`config.mk`:
```
export PLATFORM = sky130hd
export DESIGN_NAME = track_motor_ramp_pwm_unit
export DESIGN_NICKNAME = d
export VERILOG_FILES = /design/src/hw/rtl/tmrp_pkg.sv /design/src/hw/rtl/tmrp_mul.sv /design/src/hw/rtl/track_motor_ramp_pwm_unit.sv
export SDC_FILE = /design/constraint.sdc
export NUM_CORES = 1
export LEC_CHECK = 0
export BUFFER_PORTS_ARGS = -buffer_cell sky130_fd_sc_hd__clkbuf_2
export CAP_MARGIN = 30
export CORE_UTILIZATION = 60
export CTS_BUF_LIST = sky130_fd_sc_hd__clkbuf_8 sky130_fd_sc_hd__clkbuf_16
export DETAILED_ROUTE_END_ITERATION = 10
export MAX_ROUTING_LAYER = met4
export PLACE_DENSITY = 0.77
export SLEW_MARGIN = 10
export SYNTH_ARGS = -nofsm -noshare
export SYNTH_HDL_FRONTEND = slang
export SYNTH_SLANG_ARGS = --single-unit
export TNS_END_PERCENT = 20
```
`constraint.sdc`:
```
create_clock -name i_clk -period 15.5 [get_ports i_clk]
set_clock_uncertainty 0.05 [all_clocks]
set_input_delay 1.55 -clock i_clk [delete_from_list [all_inputs] [get_ports i_clk]]
set_output_delay 1.55 -clock i_clk [all_outputs]
set_load 0.05 [all_outputs]
```
`src/hw/rtl/tmrp_pkg.sv`:
```
// shared types and constants for the track motor ramp / pwm compare block
// no dependencies; used by tmrp_mul, track_motor_ramp_pwm_unit, tmrp_drive_checker and the testbench
package tmrp_pkg;

    // field and register widths
    localparam int ACTION_W = 2;
    localparam int STICK_W  = 11;
    localparam int MAG_W    = 10;
    localparam int SPEED_W  = 14;
    localparam int START_W  = 10;
    localparam int STEP_W   = 11;
    localparam int PERIOD_W = 10;
    localparam int CMP_W    = 10;
    localparam int CFG_IDX_W  = 2;
    localparam int CFG_DATA_W = 11;

    // shared multiplier
    localparam int MUL_OP_W = 18;
    localparam int PROD_W   = 2 * MUL_OP_W;

    typedef logic [MUL_OP_W-1:0] t_op;
    typedef logic [PROD_W-1:0]   t_prod;

    typedef struct packed {
        logic en;
        t_op  a;
        t_op  b;
    } t_mul_req;

    // actions
    localparam logic [ACTION_W-1:0] ACT_SET_MAPPED = 2'd0;
    localparam logic [ACTION_W-1:0] ACT_SET_IMM    = 2'd1;
    localparam logic [ACTION_W-1:0] ACT_TICK       = 2'd2;

    // configuration register indexes
    localparam logic [CFG_IDX_W-1:0] CFG_START  = 2'd0;
    localparam logic [CFG_IDX_W-1:0] CFG_ACCEL  = 2'd1;
    localparam logic [CFG_IDX_W-1:0] CFG_DECEL  = 2'd2;
    localparam logic [CFG_IDX_W-1:0] CFG_PERIOD = 2'd3;

    // configuration reset values
    localparam logic [START_W-1:0]  START_RST  = 10'd448;
    localparam logic [STEP_W-1:0]   ACCEL_RST  = 11'd6;
    localparam logic [STEP_W-1:0]   DECEL_RST  = 11'd16;
    localparam logic [PERIOD_W-1:0] PERIOD_RST = 10'd50;

    // curve and scale constants
    localparam int STICK_KNEE  = 460;
    localparam int CURVE_KNEE  = 178;
    localparam int STICK_FULL  = 512;
    localparam int SPEED_SCALE = 10;
    localparam int CURVE_HI    = STICK_FULL - CURVE_KNEE;   // 334

    // reciprocals for constant division, exact over the value ranges used
    localparam int RECIP_KNEE     = 145889;  // ceil(2^26 / 460)
    localparam int RECIP_KNEE_SH  = 26;
    localparam int RECIP_SEG2     = 20165;   // ceil(2^20 / 52)
    localparam int RECIP_SEG2_SH  = 20;
    localparam int RECIP_SCALE    = 6554;    // ceil(2^16 / 10)
    localparam int RECIP_SCALE_SH = 16;
    localparam int FULL_SH        = 9;       // divide by 512

endpackage

```
`src/hw/rtl/tmrp_mul.sv`:
```
// shared unsigned multiplier with registered product
// depends on tmrp_pkg for operand widths and the request struct
module tmrp_mul (
    input  logic               i_clk,
    input  tmrp_pkg::t_mul_req i_req,
    output tmrp_pkg::t_prod    o_prod
);

    tmrp_pkg::t_prod r_prod;

    always_ff @(posedge i_clk) begin
        if (i_req.en) begin
            r_prod <= i_req.a * i_req.b;
        end
    end

    assign o_prod = r_prod;

endmodule

```
`src/hw/rtl/track_motor_ramp_pwm_unit.sv`:
```
// Track motor speed ramp with kick-start and H-bridge compare output, one track.
// Each accepted item runs a sequencer path chosen by its action: a set-immediate
// through IMM_A and IMM_B, a mapped set through MAP_A to MAP_D, a ramp tick through
// TICK_A to TICK_D (plus TICK_E when it has to step toward the target), an unused
// action straight to the output states. Every multiply goes through one shared
// 18x18 multiplier with a registered product, one sequencer state each, and the
// compare values take three states at the end of every action. The input is stalled
// from acceptance until the result is loaded into the output register; a result held
// there by a stalled output keeps the sequencer in OUT_C. A finished result may sit
// there while the next beat comes in. Depends on tmrp_pkg and tmrp_mul.
module track_motor_ramp_pwm_unit (
    input  logic                                  i_clk,
    input  logic                                  i_rst_n,
    // input channel
    input  logic                                  i_in_valid,
    output logic                                  o_in_stall,
    input  logic [tmrp_pkg::ACTION_W-1:0]         i_action,
    input  logic signed [tmrp_pkg::STICK_W-1:0]   i_stick_value,
    // output channel
    output logic                                  o_out_valid,
    input  logic                                  i_out_stall,
    output logic [tmrp_pkg::CMP_W-1:0]            o_compare_a,
    output logic [tmrp_pkg::CMP_W-1:0]            o_compare_b,
    output logic signed [tmrp_pkg::SPEED_W-1:0]   o_speed_now,
    output logic signed [tmrp_pkg::STICK_W-1:0]   o_speed_goal,
    // configuration
    input  logic                                  i_cfg_wr_en,
    input  logic [tmrp_pkg::CFG_IDX_W-1:0]        i_cfg_index,
    input  logic [tmrp_pkg::CFG_DATA_W-1:0]       i_cfg_data
);

    localparam logic [3:0] S_IDLE   = 4'd0;
    localparam logic [3:0] S_MAP_A  = 4'd1;
    localparam logic [3:0] S_MAP_B  = 4'd2;
    localparam logic [3:0] S_MAP_C  = 4'd3;
    localparam logic [3:0] S_MAP_D  = 4'd4;
    localparam logic [3:0] S_IMM_A  = 4'd5;
    localparam logic [3:0] S_IMM_B  = 4'd6;
    localparam logic [3:0] S_TICK_A = 4'd7;
    localparam logic [3:0] S_TICK_B = 4'd8;
    localparam logic [3:0] S_TICK_C = 4'd9;
    localparam logic [3:0] S_TICK_D = 4'd10;
    localparam logic [3:0] S_TICK_E = 4'd11;
    localparam logic [3:0] S_OUT_A  = 4'd12;
    localparam logic [3:0] S_OUT_B  = 4'd13;
    localparam logic [3:0] S_OUT_C  = 4'd14;

    // configuration
    logic [tmrp_pkg::START_W-1:0]  r_start;
    logic [tmrp_pkg::STEP_W-1:0]   r_accel;
    logic [tmrp_pkg::STEP_W-1:0]   r_decel;
    logic [tmrp_pkg::PERIOD_W-1:0] r_period;

    // sequencer and item state
    logic [3:0]                        r_state;
    logic [3:0]                        n_state;
    logic [tmrp_pkg::MAG_W-1:0]        r_mag;
    logic                              r_neg;
    logic                              r_seg2;
    logic signed [tmrp_pkg::STICK_W-1:0] r_goal;
    logic signed [tmrp_pkg::SPEED_W-1:0] r_ramp;
    logic signed [tmrp_pkg::SPEED_W-1:0] r_tgt;
    logic signed [tmrp_pkg::SPEED_W-1:0] r_cur;
    logic [tmrp_pkg::SPEED_W-2:0]      r_kick;
    logic                              r_tick_done;

    // output register
    logic                              r_out_valid;
    logic [tmrp_pkg::CMP_W-1:0]        r_cmp_a;
    logic [tmrp_pkg::CMP_W-1:0]        r_cmp_b;
    logic signed [tmrp_pkg::SPEED_W-1:0] r_out_now;
    logic signed [tmrp_pkg::STICK_W-1:0] r_out_goal;

    tmrp_pkg::t_mul_req mul_req;
    tmrp_pkg::t_prod    prod;

    // combinational helpers
    logic                              in_take;
    logic                              out_free;
    logic [tmrp_pkg::MAG_W-1:0]        start_u;
    logic [tmrp_pkg::MAG_W-1:0]        in_mag;
    logic                              in_neg;
    logic [tmrp_pkg::STICK_W-1:0]      stick_abs;
    logic [tmrp_pkg::STICK_W-1:0]      goal_abs;
    logic [tmrp_pkg::SPEED_W-1:0]      ramp_abs;
    logic [tmrp_pkg::SPEED_W-1:0]      tgt_abs;
    logic [tmrp_pkg::SPEED_W-1:0]      cur_abs;
    logic [tmrp_pkg::MAG_W-1:0]        curve;
    logic [tmrp_pkg::STICK_W-1:0]      map_sum;
    logic signed [tmrp_pkg::STICK_W-1:0] map_goal;
    logic signed [tmrp_pkg::SPEED_W-1:0] prod_signed;
    logic [tmrp_pkg::SPEED_W-2:0]      kick_now;
    logic                              slowing;
    logic [tmrp_pkg::STEP_W-1:0]       step;
    logic signed [tmrp_pkg::SPEED_W:0] diff;
    logic signed [tmrp_pkg::SPEED_W:0] diff_neg;
    logic signed [tmrp_pkg::SPEED_W:0] step_w;
    logic signed [tmrp_pkg::SPEED_W-1:0] step_n;
    logic signed [tmrp_pkg::SPEED_W-1:0] cur_step;
    logic [tmrp_pkg::CMP_W-1:0]        ticks;
    logic [tmrp_pkg::CMP_W-1:0]        ticks_lim;

    assign in_take  = i_in_valid && (r_state == S_IDLE);
    assign out_free = !r_out_valid || !i_out_stall;

    assign start_u = (r_start > tmrp_pkg::START_W'(tmrp_pkg::STICK_FULL))
                   ? tmrp_pkg::START_W'(tmrp_pkg::STICK_FULL) : r_start;

    // saturate the stick to +-full scale
    assign stick_abs = i_stick_value[tmrp_pkg::STICK_W-1] ? (~i_stick_value + 11'd1)
                                                          : i_stick_value;
    assign in_neg = i_stick_value[tmrp_pkg::STICK_W-1];
    assign in_mag = (stick_abs > tmrp_pkg::STICK_W'(tmrp_pkg::STICK_FULL))
                  ? tmrp_pkg::MAG_W'(tmrp_pkg::STICK_FULL)
                  : stick_abs[tmrp_pkg::MAG_W-1:0];

    assign goal_abs = r_goal[tmrp_pkg::STICK_W-1] ? (~r_goal + 11'd1) : r_goal;
    assign ramp_abs = r_ramp[tmrp_pkg::SPEED_W-1] ? (~r_ramp + 14'd1) : r_ramp;
    assign tgt_abs  = r_tgt[tmrp_pkg::SPEED_W-1]  ? (~r_tgt + 14'd1)  : r_tgt;
    assign cur_abs  = r_cur[tmrp_pkg::SPEED_W-1]  ? (~r_cur + 14'd1)  : r_cur;

    // mapped curve: quotient of the segment division plus knee for the upper part
    assign curve = r_seg2
        ? tmrp_pkg::MAG_W'(tmrp_pkg::CURVE_KNEE)
          + prod[tmrp_pkg::RECIP_SEG2_SH +: tmrp_pkg::MAG_W]
        : prod[tmrp_pkg::RECIP_KNEE_SH +: tmrp_pkg::MAG_W];
    assign map_sum  = {1'b0, start_u} + {1'b0, prod[tmrp_pkg::FULL_SH +: tmrp_pkg::MAG_W]};
    assign map_goal = (r_mag == '0) ? '0
                    : (r_neg ? $signed(~map_sum + 11'd1) : $signed(map_sum));

    // product of a magnitude times ten, signed by r_neg or the goal sign
    assign prod_signed = (r_state == S_TICK_B ? r_goal[tmrp_pkg::STICK_W-1] : r_neg)
        ? $signed(~{1'b0, prod[tmrp_pkg::SPEED_W-2:0]} + 14'd1)
        : $signed({1'b0, prod[tmrp_pkg::SPEED_W-2:0]});
    assign kick_now = prod[tmrp_pkg::SPEED_W-2:0];

    // one ramp step toward the target
    assign slowing  = ((r_cur > 0) && (r_tgt < r_cur)) || ((r_cur < 0) && (r_tgt > r_cur));
    assign step     = slowing ? r_decel : r_accel;
    assign diff     = $signed({r_tgt[tmrp_pkg::SPEED_W-1], r_tgt})
                    - $signed({r_cur[tmrp_pkg::SPEED_W-1], r_cur});
    assign diff_neg = -diff;
    assign step_w   = $signed({4'b0, step});
    assign step_n   = $signed({3'b0, step});
    always_comb begin
        if (diff > 0) begin
            cur_step = (diff > step_w) ? (r_cur + step_n) : r_tgt;
        end else begin
            cur_step = (diff_neg > step_w) ? (r_cur - step_n) : r_tgt;
        end
    end

    assign ticks     = prod[tmrp_pkg::FULL_SH +: tmrp_pkg::CMP_W];
    assign ticks_lim = (ticks > r_period) ? r_period : ticks;

    // multiplier operand select
    always_comb begin
        mul_req.en = 1'b1;
        mul_req.a  = '0;
        mul_req.b  = '0;
        case (r_state)
            S_MAP_A: begin
                mul_req.a = r_seg2
                    ? tmrp_pkg::t_op'(r_mag - tmrp_pkg::MAG_W'(tmrp_pkg::STICK_KNEE))
                    : tmrp_pkg::t_op'(r_mag);
                mul_req.b = r_seg2 ? tmrp_pkg::t_op'(tmrp_pkg::CURVE_HI)
                                   : tmrp_pkg::t_op'(tmrp_pkg::CURVE_KNEE);
            end
            S_MAP_B: begin
                mul_req.a = prod[tmrp_pkg::MUL_OP_W-1:0];
                mul_req.b = r_seg2 ? tmrp_pkg::t_op'(tmrp_pkg::RECIP_SEG2)
                                   : tmrp_pkg::t_op'(tmrp_pkg::RECIP_KNEE);
            end
            S_MAP_C: begin
                mul_req.a = tmrp_pkg::t_op'(curve);
                mul_req.b = tmrp_pkg::t_op'(tmrp_pkg::MAG_W'(tmrp_pkg::STICK_FULL) - start_u);
            end
            S_IMM_A: begin
                mul_req.a = tmrp_pkg::t_op'(r_mag);
                mul_req.b = tmrp_pkg::t_op'(tmrp_pkg::SPEED_SCALE);
            end
            S_TICK_A: begin
                mul_req.a = tmrp_pkg::t_op'(goal_abs);
                mul_req.b = tmrp_pkg::t_op'(tmrp_pkg::SPEED_SCALE);
            end
            S_TICK_B: begin
                mul_req.a = tmrp_pkg::t_op'(start_u);
                mul_req.b = tmrp_pkg::t_op'(tmrp_pkg::SPEED_SCALE);
            end
            S_OUT_A: begin
                mul_req.a = tmrp_pkg::t_op'(ramp_abs);
                mul_req.b = tmrp_pkg::t_op'(tmrp_pkg::RECIP_SCALE);
            end
            S_OUT_B: begin
                mul_req.a = tmrp_pkg::t_op'(prod[tmrp_pkg::RECIP_SCALE_SH +: tmrp_pkg::MAG_W]);
                mul_req.b = tmrp_pkg::t_op'(r_period);
            end
            default: begin
                mul_req.en = 1'b0;
            end
        endcase
    end

    tmrp_mul u_mul (
        .i_clk  (i_clk),
        .i_req  (mul_req),
        .o_prod (prod)
    );

    // sequencer
    always_comb begin
        n_state = r_state;
        case (r_state)
            S_IDLE: begin
                if (in_take) begin
                    case (i_action)
                        tmrp_pkg::ACT_SET_MAPPED: n_state = S_MAP_A;
                        tmrp_pkg::ACT_SET_IMM:    n_state = S_IMM_A;
                        tmrp_pkg::ACT_TICK:       n_state = S_TICK_A;
                        default:                  n_state = S_OUT_A;
                    endcase
                end
            end
            S_MAP_A:  n_state = S_MAP_B;
            S_MAP_B:  n_state = S_MAP_C;
            S_MAP_C:  n_state = S_MAP_D;
            S_MAP_D:  n_state = S_OUT_A;
            S_IMM_A:  n_state = S_IMM_B;
            S_IMM_B:  n_state = S_OUT_A;
            S_TICK_A: n_state = S_TICK_B;
            S_TICK_B: n_state = S_TICK_C;
            S_TICK_C: n_state = S_TICK_D;
            S_TICK_D: n_state = r_tick_done ? S_OUT_A : S_TICK_E;
            S_TICK_E: n_state = S_OUT_A;
            S_OUT_A:  n_state = S_OUT_B;
            S_OUT_B:  n_state = S_OUT_C;
            S_OUT_C:  n_state = out_free ? S_IDLE : S_OUT_C;
            default:  n_state = S_IDLE;
        endcase
    end

    always_ff @(posedge i_clk) begin
        if (!i_rst_n) begin
            r_state     <= S_IDLE;
            r_start     <= tmrp_pkg::START_RST;
            r_accel     <= tmrp_pkg::ACCEL_RST;
            r_decel     <= tmrp_pkg::DECEL_RST;
            r_period    <= tmrp_pkg::PERIOD_RST;
            r_goal      <= '0;
            r_ramp      <= '0;
            r_out_valid <= 1'b0;
        end else begin
            r_state <= n_state;

            if (i_cfg_wr_en) begin
                case (i_cfg_index)
                    tmrp_pkg::CFG_START:  r_start  <= i_cfg_data[tmrp_pkg::START_W-1:0];
                    tmrp_pkg::CFG_ACCEL:  r_accel  <= i_cfg_data;
                    tmrp_pkg::CFG_DECEL:  r_decel  <= i_cfg_data;
                    tmrp_pkg::CFG_PERIOD: r_period <= i_cfg_data[tmrp_pkg::PERIOD_W-1:0];
                    default: ;
                endcase
            end

            case (r_state)
                S_MAP_D: r_goal <= map_goal;
                S_IMM_B: begin
                    r_ramp <= prod_signed;
                    r_goal <= r_neg ? $signed(~{1'b0, r_mag} + 11'd1) : $signed({1'b0, r_mag});
                end
                S_TICK_C: begin
                    // from rest: jump to kick speed, or straight to a small target
                    r_kick <= kick_now;
                    if (r_ramp == r_tgt) begin
                        r_tick_done <= 1'b1;
                    end else if ((r_ramp == 0) && (tgt_abs <= {1'b0, kick_now})) begin
                        r_ramp      <= r_tgt;
                        r_tick_done <= 1'b1;
                    end else begin
                        r_tick_done <= 1'b0;
                        if (r_ramp == 0) begin
                            r_cur <= r_tgt[tmrp_pkg::SPEED_W-1]
                                   ? $signed(~{1'b0, kick_now} + 14'd1)
                                   : $signed({1'b0, kick_now});
                        end else begin
                            r_cur <= r_ramp;
                        end
                    end
                end
                S_TICK_D: r_cur <= cur_step;
                S_TICK_E: begin
                    // snap to zero when stopping below start speed
                    if ((r_tgt == 0) && (cur_abs < {1'b0, r_kick})) begin
                        r_ramp <= '0;
                    end else begin
                        r_ramp <= r_cur;
                    end
                end
                default: ;
            endcase

            if (r_state == S_OUT_C && out_free) begin
                r_out_valid <= 1'b1;
            end else if (!i_out_stall) begin
                r_out_valid <= 1'b0;
            end
        end
    end

    // datapath registers without reset
    always_ff @(posedge i_clk) begin
        if (in_take) begin
            r_mag    <= in_mag;
            r_neg    <= in_neg;
            r_seg2   <= in_mag > tmrp_pkg::MAG_W'(tmrp_pkg::STICK_KNEE);
        end
        if (r_state == S_TICK_B) begin
            r_tgt <= prod_signed;
        end
        if (r_state == S_OUT_C && out_free) begin
            r_cmp_a    <= (r_ramp > 0) ? ticks_lim : '0;
            r_cmp_b    <= (r_ramp < 0) ? ticks_lim : '0;
            r_out_now  <= r_ramp;
            r_out_goal <= r_goal;
        end
    end

    assign o_in_stall   = (r_state != S_IDLE);
    assign o_out_valid  = r_out_valid;
    assign o_compare_a  = r_cmp_a;
    assign o_compare_b  = r_cmp_b;
    assign o_speed_now  = r_out_now;
    assign o_speed_goal = r_out_goal;

endmodule

```
# Yosys cells after proc, flatten, opt, wreduce, memory -nomap -nowiden
# Cells that the tools add are included.
totals:
  ff_bits: 207
  in_bits: 31
  out_inout_bits: 47
  word_cells: 155
classes:
  addsub: 16
  mul: 1
  magnitude_cmp: 15
  eq_ne: 25
  muxes: 41
  bitwise: 8
  n_reduce_logical: 29
op_table:
  columns: ["cell", "count"]
  rows:
  - ["$pmux 36 s8", 1]
  - ["$mux 14", 14]
  - ["$mux 11", 6]
  - ["$logic_not 32->1", 2]
  - ["$add 14x1->14 const B", 4]
  - ["$pmux 4 s13", 1]
  - ["$add 11x1->11 const B", 4]
  - ["$not 14->14", 3]
  - ["$pmux 14 s3", 1]
  - ["$mux 10", 4]
  - ["$mul 18x18->36", 1]
  - ["$mux 18", 2]
  - ["$not 11->11", 3]
  - ["$gt 15x12->1", 2]
  - ["$eq 4x4->1 const B", 7]
  - ["$gt 14x1->1 const B", 2]
  - ["$lt 14x1->1 const B", 2]
  - ["$pmux 14 s2", 1]
  - ["$pmux 11 s2", 1]
  - ["$eq 4x3->1 const B", 4]
  - ["$gt 15x1->1 const B", 1]
  - ["$neg 15->15", 1]
  - ["$sub 14x14->15", 1]
  - ["$add 14x12->14", 1]
  - ["other kinds (41)", 66]

# Depth between registers and ports, before layout
# Gate-level depths: netlist of run 1.
logic_depth:
  word_depth: 8
  depth_mapped: 35
  ltp_nobuf: 33

# Modules after synthesis
# A second synthesis of run 1 with hierarchy kept.
unflattened:
  cells_unflattened: 3097
  area_unflattened_um2: 26550.5
by_module_without_submodules:
  columns: ["module", "n_inst", "cells_per_inst", "area_each_um2", "seq_area_each_um2"]
  rows:
  - ["track_motor_ramp_pwm_unit", 1, 1798, 14616.5, 4414.2]
  - ["tmrp_mul", 1, 1299, 11933.9, 1081.0]

# Worst setup path before layout of run 1
# No wires, ideal clock.
synth_timing:
  kind: "reg2reg"
  startpoint: "register r_state[0]"
  endpoint: "register u_mul.r_prod[32] (netlist: u_mul.o_prod[32]) (data pin)"
  setup_time_ns: 0.260
  arrival_time_ns: 8.386
  t_required_ns: 15.190
  slack_ns: 6.804
  path_stages_with_launch: 30
  cell_sequence: "dfxtp_1 > clkbuf_1 > nand2b_1 > nor3_1 > a22o_1 > a21oi_1 > o21ai_0 > a211oi_1 > o21a_1 > nor2_1 > fa_1 > fa_1 > fa_1 > fa_1 > fa_1 > inv_1 > fa_1 > inv_1 > ha_1 > a21o_1 > a21o_1 > a21o_1 > a21oi_1 > o21ai_0 > a21o_1 > a221oi_1 > o221ai_1 > a311o_1 > a21oi_1 > xnor2_1"
synth_via:
  elab_chain_cells: 3
  elab_cells_between_ends: 10
  cone_classes: "mul: 1; eq/ne: 8; mux: 1"
synth_rtl:
  columns: ["element", "line_no", "source"]
  rows:
  - ["from (decl)", "track_motor_ramp_pwm_unit.sv:55", "logic [3:0] r_state;"]
  - ["from (signal assigned)", "track_motor_ramp_pwm_unit.sv:253", "r_state <= n_state;"]
  - ["$eq 4x4->1, or another cell as far along", "track_motor_ramp_pwm_unit.sv:161", "case (r_state)"]
  - ["$pmux 36 s8 *", "track_motor_ramp_pwm_unit.sv:161", null]
  - ["$mul 18x18->36 *", "tmrp_mul.sv:13", "r_prod <= i_req.a * i_req.b;"]
  - ["to (signal assigned)", "tmrp_mul.sv:13", null]
  - ["to (decl)", "tmrp_mul.sv:9", "tmrp_pkg::t_prod r_prod;"]
# Mark *: on every way between the ends. The rest lies on a longest branch, timed or not.
# A chain may end at the register's enable or synchronous reset.

# Worst setup path in the final report of run 1
layout_timing:
  startpoint: "register r_state[2]"
  endpoint: "register u_mul.r_prod[35] (netlist: u_mul.o_prod[35]) (data pin)"
# The elaborated chain is that of the path after synthesis.

==> results of run 1 <==
kinds of logic after synthesis:
logic type                 share of synthesized area
other                                       0.000291
DFF                                            0.213
adders and majority gates                      0.311
xor gates and xnor gates                      0.0564
buffers and inverters                         0.0846
and+or+nand+nor                                0.173
AOI/OAI and AO/OA                              0.144
muxes                                         0.0174
registers in the layout, indices dropped and copies added, names as in the netlist, 11 cells and up:
signal	count
o_speed_goal	11
o_speed_now	14
r_accel	11
r_cur	14
r_decel	11
r_goal	11
r_kick	13
r_ramp	14
r_tgt	14
u_mul.o_prod	36
cells in the final DEF (no fill, tap or decap), types with 12 or more instances in the layout:
master and count:
a21oi_1 115, o211ai_1 20, nand2_1 331, edfxtp_1 135, nor3b_1 12, mux2i_1 38
and2_1 13, clkbuf_16 23, o21a_1 24, o31ai_1 26, clkbuf_2 78, inv_1 451
or2_2 19, a211oi_1 24, xnor2_1 114, fa_1 260, nor2b_1 58, xor2_1 52
and3_1 16, nand2b_1 26, a31oi_1 23, buf_4 37, a221oi_1 18, o22ai_1 15
dfxtp_1 72, o21ai_0 102, nor2_1 264, nand4_1 25, nor3_1 51, ha_1 225
a21boi_0 38, or3_1 31, nand3_1 67, conb_1 20, a21o_1 39
per-stage QoR:
step	power, W	hold slack [ns]	std cells
global route	0.00508	0.443	3584
detailed placement	0.00406	0.411	3541
global placement	0.00396	0.400	3539
CTS	0.00468	0.420	3581
finish	0.00476	0.420	3584
floorplan	0.00312	0.356	3011
power by group through the flow:
stage / clock network, W / registers, W / logic (W)
2_1_floorplan: 0 / 0.000912 / 0.00221
3_3_place_gp: 0 / 0.00104 / 0.00292
3_5_place_dp: 0 / 0.00104 / 0.00302
4_1_cts: 0.000605 / 0.00104 / 0.00304
5_1_grt: 0.000624 / 0.00105 / 0.00341
6_report: 0.000602 / 0.00105 / 0.00310
cell type report:
cell class              count  area [sq um]
flip-flops and latches    207          5500
multi-input cells        2229         18200
clock inverters            13           189
clock buffers              27           631
inverters                 452          1700
repair buffers            117           684
well taps                 539           674
fillers                  3548         14600
routing by layer:
| metal | vias up | wire length (um) |
|---|---|---|
| met1 | 11100 | 33300 |
| met2 | 1205 | 35900 |
| met3 | 224 | 7810 |
| met5 | - | 0 |
| li1 | 10100 | - |
| met4 | 0 | 3500 |
final timing paths:
kind,startpoint,to,slack (ns),cells past startpoint
setup / recovery,r_state[2]$_SDFFE_PN0P_,u_mul.o_prod[35]$_DFFE_PP_,5.13,28
setup reg to reg,r_state[2]$_SDFFE_PN0P_,u_mul.o_prod[35]$_DFFE_PP_,5.13,28
hold reg to reg,r_accel[0]$_SDFFE_PN0P_,r_accel[0]$_SDFFE_PN0P_,0.42,2
hold / removal,r_accel[0]$_SDFFE_PN0P_,r_accel[0]$_SDFFE_PN0P_,0.42,2
critical path, delay by kind of cell, from the launching register on:
kind | cells | cell delay, ns
buf+inv | 6 | 0.75
fa+ha+maj | 7 | 3.09
compound gates | 7 | 2.40
xor+xnor | 1 | 0.11
flops | 1 | 0.92
simple gates | 7 | 2.77
==> flow_summary.ini, run 1 <==
[outcome]
status = complete, no violations

[sta]
setup_violations = 0
fin_ws_ns = 5.13
worst_slew_pin_slew_ns = 1.02
maxSlewHeadroom = 0.321
hold_viol = 0
min_period_over_period = 0.669
max_freq_mhz = 96.4
min_period_ns = 10.37
finalSetupTns_ns = 0
slew_viol_final = 0
grt_setup_unrepaired = false

[placement]
io_buffers = 77
place_congestion = 1.08
hpwlAfterDp_um = 64200
pre_cts_slack_ns = 5.51
place_area_sq_um = 26700

[global_routing]
grt_max_degree = 87
grt_most_used_layer = met2
antenna_found_initial = 0
grt_pass1_vias = 22200
met3_usage = 0.0561
use_met2 = 0.574
grt_pass1_wl_um = 124000
grt_usage = 0.381
gr-usage-met1 = 0.520
grt_overflow = 0

[cts]
cts_root_buf = clkbuf_16
worst_skew_pair.late_latency_ns = 0.52
post_cts_buffers = 0
cts-resized-gates = 0
cts-htree-levels = 1
numCtsBuffers = 22
hold_buffers = 0
cts.reportedPaths.clkPinSlew_ns = 0.07
cts_num_sinks = 207
clock_path_buffers = 3
cts_tree = built

[final_layout]
final_nets = 3545
drive_above_1_share = 0.0690
diodes = 0
post-route-util = 0.655
final_cell_area_sq_um = 27600
syn_to_final_growth_pct = 7.02

[logic_synthesis]
ys_async_sr_fraction = 0
synth_commonest_cells = 449 x inv_1, 331 x nand2_1, 264 x nor2_1
yosysTopAreaCell = fa_1
synth_area_leaders = fa_1 20%, edfxtp_1 16%, ha_1 11%
yosys_warnings = 0
ys.flop_type = edfxtp_1
synth_cells = 2993
syn_avg_cell_area_sq_um = 8.61
ys_types = 80
synth_area_sq_um = 25800
ys_seq_elements = 207
synth_top_area_frac = 0.202
synth-edff-count = 135
yosys.cell_count.top_type = inv_1
yosysSeqAreaShare = 0.213

[critical_path]
cp.arrival_ns = 10.59
worstPathRequired_ns = 15.72
cpMaxStageDelayCell = dfxtp_1
cp-start-kind = register
critPathMostFrequentCell = fa_1
endpoint_kind = register
cpPeakStageDelay_ns = 0.92
critPathKind = reg2reg
crit_fanout = 26

[detailed_routing]
drc = 0
dr.first_iter.drc_count = 2539
wl_per_cell_um = 22.4
drt_wl_total_um = 80400
dr.pass1.iters = 6
via_per_inst = 6.31
num_vias = 22600
ant_nets = 0

[die]
rows = 75
core-area_sq_um = 42100
start_util = 0.612
die_w_um = 209
io_pins = 78
die_area_sq_um = 43800
die_y_um = 209

[power]
combPwrFrac = 0.652
swShare = 0.516
max-vdd-ir-drop_mv = 0.0981
power_density_nw_per_um2 = 173
pwr-share-clk = 0.127
power.internal_w = 0.00230
p_leak_nw = 12.9
seq_power_share = 0.221
p_switching_w = 0.00245

[flow_run]
drv_cap = 0

[min_path]
hold_path_class = reg2reg
(Power assumes the default switching activity.)
==> inputs of run 2 (changes only) <==
==> constraint.sdc (replaced) <==
create_clock -name i_clk -period 10.23 [get_ports i_clk]
set_clock_uncertainty 0.05 [all_clocks]
set_input_delay 1.023 -clock i_clk [delete_from_list [all_inputs] [get_ports i_clk]]
set_output_delay 1.023 -clock i_clk [all_outputs]
set_load 0.05 [all_outputs]
==> run 2 against run 1 <==
  * Global-route usage is 0.32 points lower
  * Register-to-register slack lost 4.6 ns
  * Final cell count up 0.20%
  * Wire length down 1.4%
  * Die area is the same
  * Critical path type unchanged
  * Non-clock buffer count increased by 6
  * Clock power up 43%
  * First-iteration DRC count grew 1.6%
==> flow_summary.ini, run 2 (same netlist as run 1, synthesis figures left out) <==
[outcome]
status = complete, no violations

[critical_path]
cp_top_family = adder cells
crit_fanout = 13
cp.depth = 29
cp.arrival_ns = 9.87
cpPeakStageDelay_ns = 0.61
cp-start-kind = register
crit_buf_inv = 6
endpoint_kind = register
worstPathRequired_ns = 10.44
cpMaxStageDelayCell = dfxtp_1
ff2ff_path_depth = 29
critPathKind = reg2reg

[final_layout]
layout_common_cells = 451 x inv_1, 331 x nand2_1, 264 x nor2_1, 260 x fa_1, 225 x ha_1
nFillCells = 3483
multi_input_area_sq_um = 18200
layout_commonest_cell = inv_1
syn_to_final_growth_pct = 7.08
final_nets = 3551
largest_reg_flops = 36
regArea_sq_um = 5500
drive_above_1_share = 0.0698

[sta]
worst_slew_pin_slew_ns = 0.951
max_freq_mhz = 103
hold_ws_ns = 0.417
hold_viol = 0
grt_setup_unrepaired = false
min_period_over_period = 0.945
setup_violations = 0
maxSlewHeadroom = 0.348
slew_viol_final = 0
min_period_ns = 9.66
finalSetupTns_ns = 0

[cts]
worst_skew_pair.late_latency_ns = 0.53
numCtsBuffers = 22
cts_num_sinks = 207
cts_tree = built
clock_path_buffers = 3
cts_root_buf = clkbuf_16
cts.reportedPaths.clkPinSlew_ns = 0.07
cts-htree-levels = 1

[global_routing]
grt_pass1_vias = 22200
grt_max_degree = 87
grt_overflow = 0
grt_usage = 0.377
grt_pass1_wl_um = 124000
antenna_found_initial = 1

[detailed_routing]
via_per_inst = 6.25
ant_nets = 0
dr.pass1.iters = 6
dr.first_iter.drc_count = 2579
wl_per_cell_um = 22.1
drt_wl_total_um = 79300
drc = 0
num_vias = 22400

[die]
start_util = 0.612
core-area_sq_um = 42100
die_w_um = 209
io_pins = 78
die_area_sq_um = 43800
die_y_um = 209
rows = 75

[power]
p_leak_nw = 12.9
max-vdd-ir-drop_mv = 0.163
power.total_w = 0.00717
power_density_nw_per_um2 = 260

[min_path]
min_path_cells = 2
hold_path_class = reg2reg

[placement]
hpwlAfterDp_um = 63000
place_congestion = 1.05
io_buffers = 77

[flow_run]
drv_cap = 0
-- run 2: worst min-delay path, stage by stage, from the launching register on --
cell and delay (ns):
dfxtp_1 0.31, nand2_1 0.05, a21boi_0 0.06
-- run 2: where the power goes --
| group | internal [W] | switching (W) | total [W] | leakage [nW] |
|---|---|---|---|---|
| logic | 0.00172 | 0.00299 | 0.00471 | 10.7 |
| clock network | 0.000501 | 0.000357 | 0.000858 | 0.376 |
| registers | 0.00123 | 0.000372 | 0.00160 | 1.84 |
| total | 0.00345 | 0.00372 | 0.00717 | 12.9 |
-- run 2: path summary, 6_finish.rpt --
| path | end | start | slack (ns) |
|---|---|---|---|
| worst max-delay path | u_mul.o_prod[35]$_DFFE_PP_ | r_state[3]$_SDFFE_PN0P_ | 0.57 |
| worst min-delay path | r_decel[0]$_SDFFE_PN0P_ | r_decel[0]$_SDFFE_PN0P_ | 0.42 |
| worst max register to register | u_mul.o_prod[35]$_DFFE_PP_ | r_state[3]$_SDFFE_PN0P_ | 0.57 |
| worst min register to register | r_decel[0]$_SDFFE_PN0P_ | r_decel[0]$_SDFFE_PN0P_ | 0.42 |
-- run 2: metrics by stage --
step | worst slack, ns | instances | utilization | area (sq um)
floorplan | 1.53 | 3011 | - | 25800
global placement | 0.832 | 3545 | 0.635 | 26800
detailed placement | 0.686 | 3547 | 0.636 | 26800
CTS | 0.644 | 3587 | 0.654 | 27600
global route | 0.276 | 3591 | 0.655 | 27600
finish | 0.566 | 3591 | 0.655 | 27600
-- run 2: timing repair --
item,4_1_cts,5_1_grt
hold buffers,0,0
setup endpoints to repair,0,1
gates resized for setup,0,1
buffers inserted,0,0
-- run 2: final cells by class --
type / instances / share of cell area
Multi-Input combinational cell: 2229 / 0.660
Timing Repair Buffer: 123 / 0.0272
Antenna cell: 1 / 0.0000907
Sequential cell: 207 / 0.199
Tap cell: 539 / 0.0244
Clock inverter: 15 / 0.00580
Clock buffer: 25 / 0.0219
Inverter: 452 / 0.0615
-- run 2: metal layers --
metal	share of wire	wire, um	track usage	vias to the layer above
met3	0.10	8070	0.0673	207
met2	0.45	35800	0.582	1192
met1	0.41	32500	0.506	11000
met5	0	0	-	-
met4	0.037	2940	0.122	0
li1	-	-	-	10100
==> inputs of run 3 (changes only) <==
--- a/config.mk
+++ b/config.mk
@@ -7,6 +7,8 @@
 export LEC_CHECK = 0
 export BUFFER_PORTS_ARGS = -buffer_cell sky130_fd_sc_hd__clkbuf_2
 export CAP_MARGIN = 30
+export CORE_ASPECT_RATIO = 0.5
+export CORE_MARGIN = 2
 export CORE_UTILIZATION = 60
 export CTS_BUF_LIST = sky130_fd_sc_hd__clkbuf_8 sky130_fd_sc_hd__clkbuf_16
 export DETAILED_ROUTE_END_ITERATION = 10
==> run 3 against run 2 <==
  * Sequential cell count unchanged
  * Clock-buffer cell count up 2
  * Critical endpoint unchanged
  * Largest power group unchanged
  * Wire length about the same
==> flow_summary.ini, run 3 (same netlist as run 1, synthesis figures left out) <==
[cts]
cts_tree = built
cts-resized-gates = 0
cts_num_sinks = 207
cts_root_buf = clkbuf_16
cts.reportedPaths.clkPinSlew_ns = 0.07
post_cts_buffers = 0
hold_buffers = 0
worst_skew_pair.late_latency_ns = 0.55
numCtsBuffers = 23
clock_path_buffers = 3
cts-htree-levels = 1

[final_layout]
drive_above_1_share = 0.0698
final_nets = 3552
layout_common_cells = 452 x inv_1, 331 x nand2_1, 264 x nor2_1, 260 x fa_1, 225 x ha_1
diodes = 0
layout_commonest_cell = inv_1
largest_reg_flops = 36
syn_to_final_growth_pct = 7.07

[global_routing]
gr-usage-met1 = 0.477
antenna_found_initial = 1
grt_overflow = 0
grt_pass1_vias = 21400
use_met2 = 0.575
grt_pass1_wl_um = 122000
grt_most_used_layer = met2
grt_usage = 0.364
grt_max_degree = 87
met3_usage = 0.0646

[sta]
worst_slew_pin_slew_ns = 1.10
slew_viol_final = 0
maxSlewHeadroom = 0.267
max_freq_mhz = 108
finalSetupTns_ns = 0
hold_viol = 0
min_period_ns = 9.25
grt_setup_unrepaired = false
setup_violations = 0
min_period_over_period = 0.904
fin_ws_ns = 0.980

[placement]
io_buffers = 77
hpwlAfterDp_um = 62600
place_congestion = 1.02
pre_cts_slack_ns = 1.12

[critical_path]
worstPathRequired_ns = 10.47
cp.arrival_ns = 9.49
crit_fanout = 18
endpoint_kind = register
cp-start-kind = register
cpMaxStageDelayCell = nor2_1
critPathMostFrequentCell = fa_1
critPathKind = reg2reg
cpPeakStageDelay_ns = 0.73

[die]
io_pins = 78
die_y_um = 151
core-area_sq_um = 42200
die_w_um = 297
rows = 53
start_util = 0.611
die_area_sq_um = 44700

[detailed_routing]
drt_wl_total_um = 79200
drc = 0
via_per_inst = 6.11
dr.pass1.iters = 6
num_vias = 22200
dr.first_iter.drc_count = 2205
wl_per_cell_um = 21.8
ant_nets = 0

[power]
power_density_nw_per_um2 = 258
power.total_w = 0.00711
p_leak_nw = 12.9
max-vdd-ir-drop_mv = 0.172

[min_path]
hold_path_class = reg2reg

[flow_run]
drv_cap = 0

[outcome]
status = complete, no violations
## run 3: metal layers
layer / up-vias / wire length [um] / part of all wire
met5: - / 0 / 0
met4: 0 / 3040 / 0.038
met3: 194 / 7910 / 0.10
met2: 1135 / 35700 / 0.45
met1: 10800 / 32600 / 0.41
li1: 10100 / - / -
## run 3: power breakdown
group | total [W] | internal (W) | switching [W] | leakage, nW
Combinational | 0.00466 | 0.00171 | 0.00295 | 10.6
Clock | 0.000840 | 0.000474 | 0.000366 | 0.385
Sequential | 0.00161 | 0.00123 | 0.000385 | 1.84
## run 3: cell type report
class / count / area, sq um
Multi-Input combinational cell: 2229 / 18200
Timing Repair Buffer: 123 / 728
Clock inverter: 15 / 105
Clock buffer: 27 / 642
Sequential cell: 207 / 5500
Fill cell: 3535 / 14600
Inverter: 452 / 1700
Tap cell: 577 / 722
## run 3: critical path: cells and delay by family (launching register included)
family | cells | cell delay [ns]
simple gates | 8 | 2.96
flops | 1 | 0.70
compound gates | 5 | 1.43
fa+ha+maj | 7 | 3.47
xor+xnor | 1 | 0.11
buf+inv | 4 | 0.28
## run 3: worst paths after layout
| path | from | to | slack (ns) | cells after the start |
|---|---|---|---|---|
| setup / recovery | r_state[3]$_SDFFE_PN0P_ | u_mul.o_prod[35]$_DFFE_PP_ | 0.98 | 25 |
| hold / removal | r_decel[1]$_SDFFE_PN0P_ | r_decel[1]$_SDFFE_PN0P_ | 0.42 | 2 |
| setup reg to reg | r_state[3]$_SDFFE_PN0P_ | u_mul.o_prod[35]$_DFFE_PP_ | 0.98 | 25 |
| hold reg to reg | r_decel[1]$_SDFFE_PN0P_ | r_decel[1]$_SDFFE_PN0P_ | 0.42 | 2 |
## run 3: stage by stage
stage / util / hold slack (ns) / area, sq um / instances
after floorplan: - / 0.356 / 25800 / 3011
after global placement: 0.636 / 0.399 / 26800 / 3587
after detailed placement: 0.636 / 0.407 / 26800 / 3587
after CTS: 0.654 / 0.418 / 27600 / 3629
after global routing: 0.654 / 0.435 / 27600 / 3630
final: 0.654 / 0.417 / 27600 / 3630
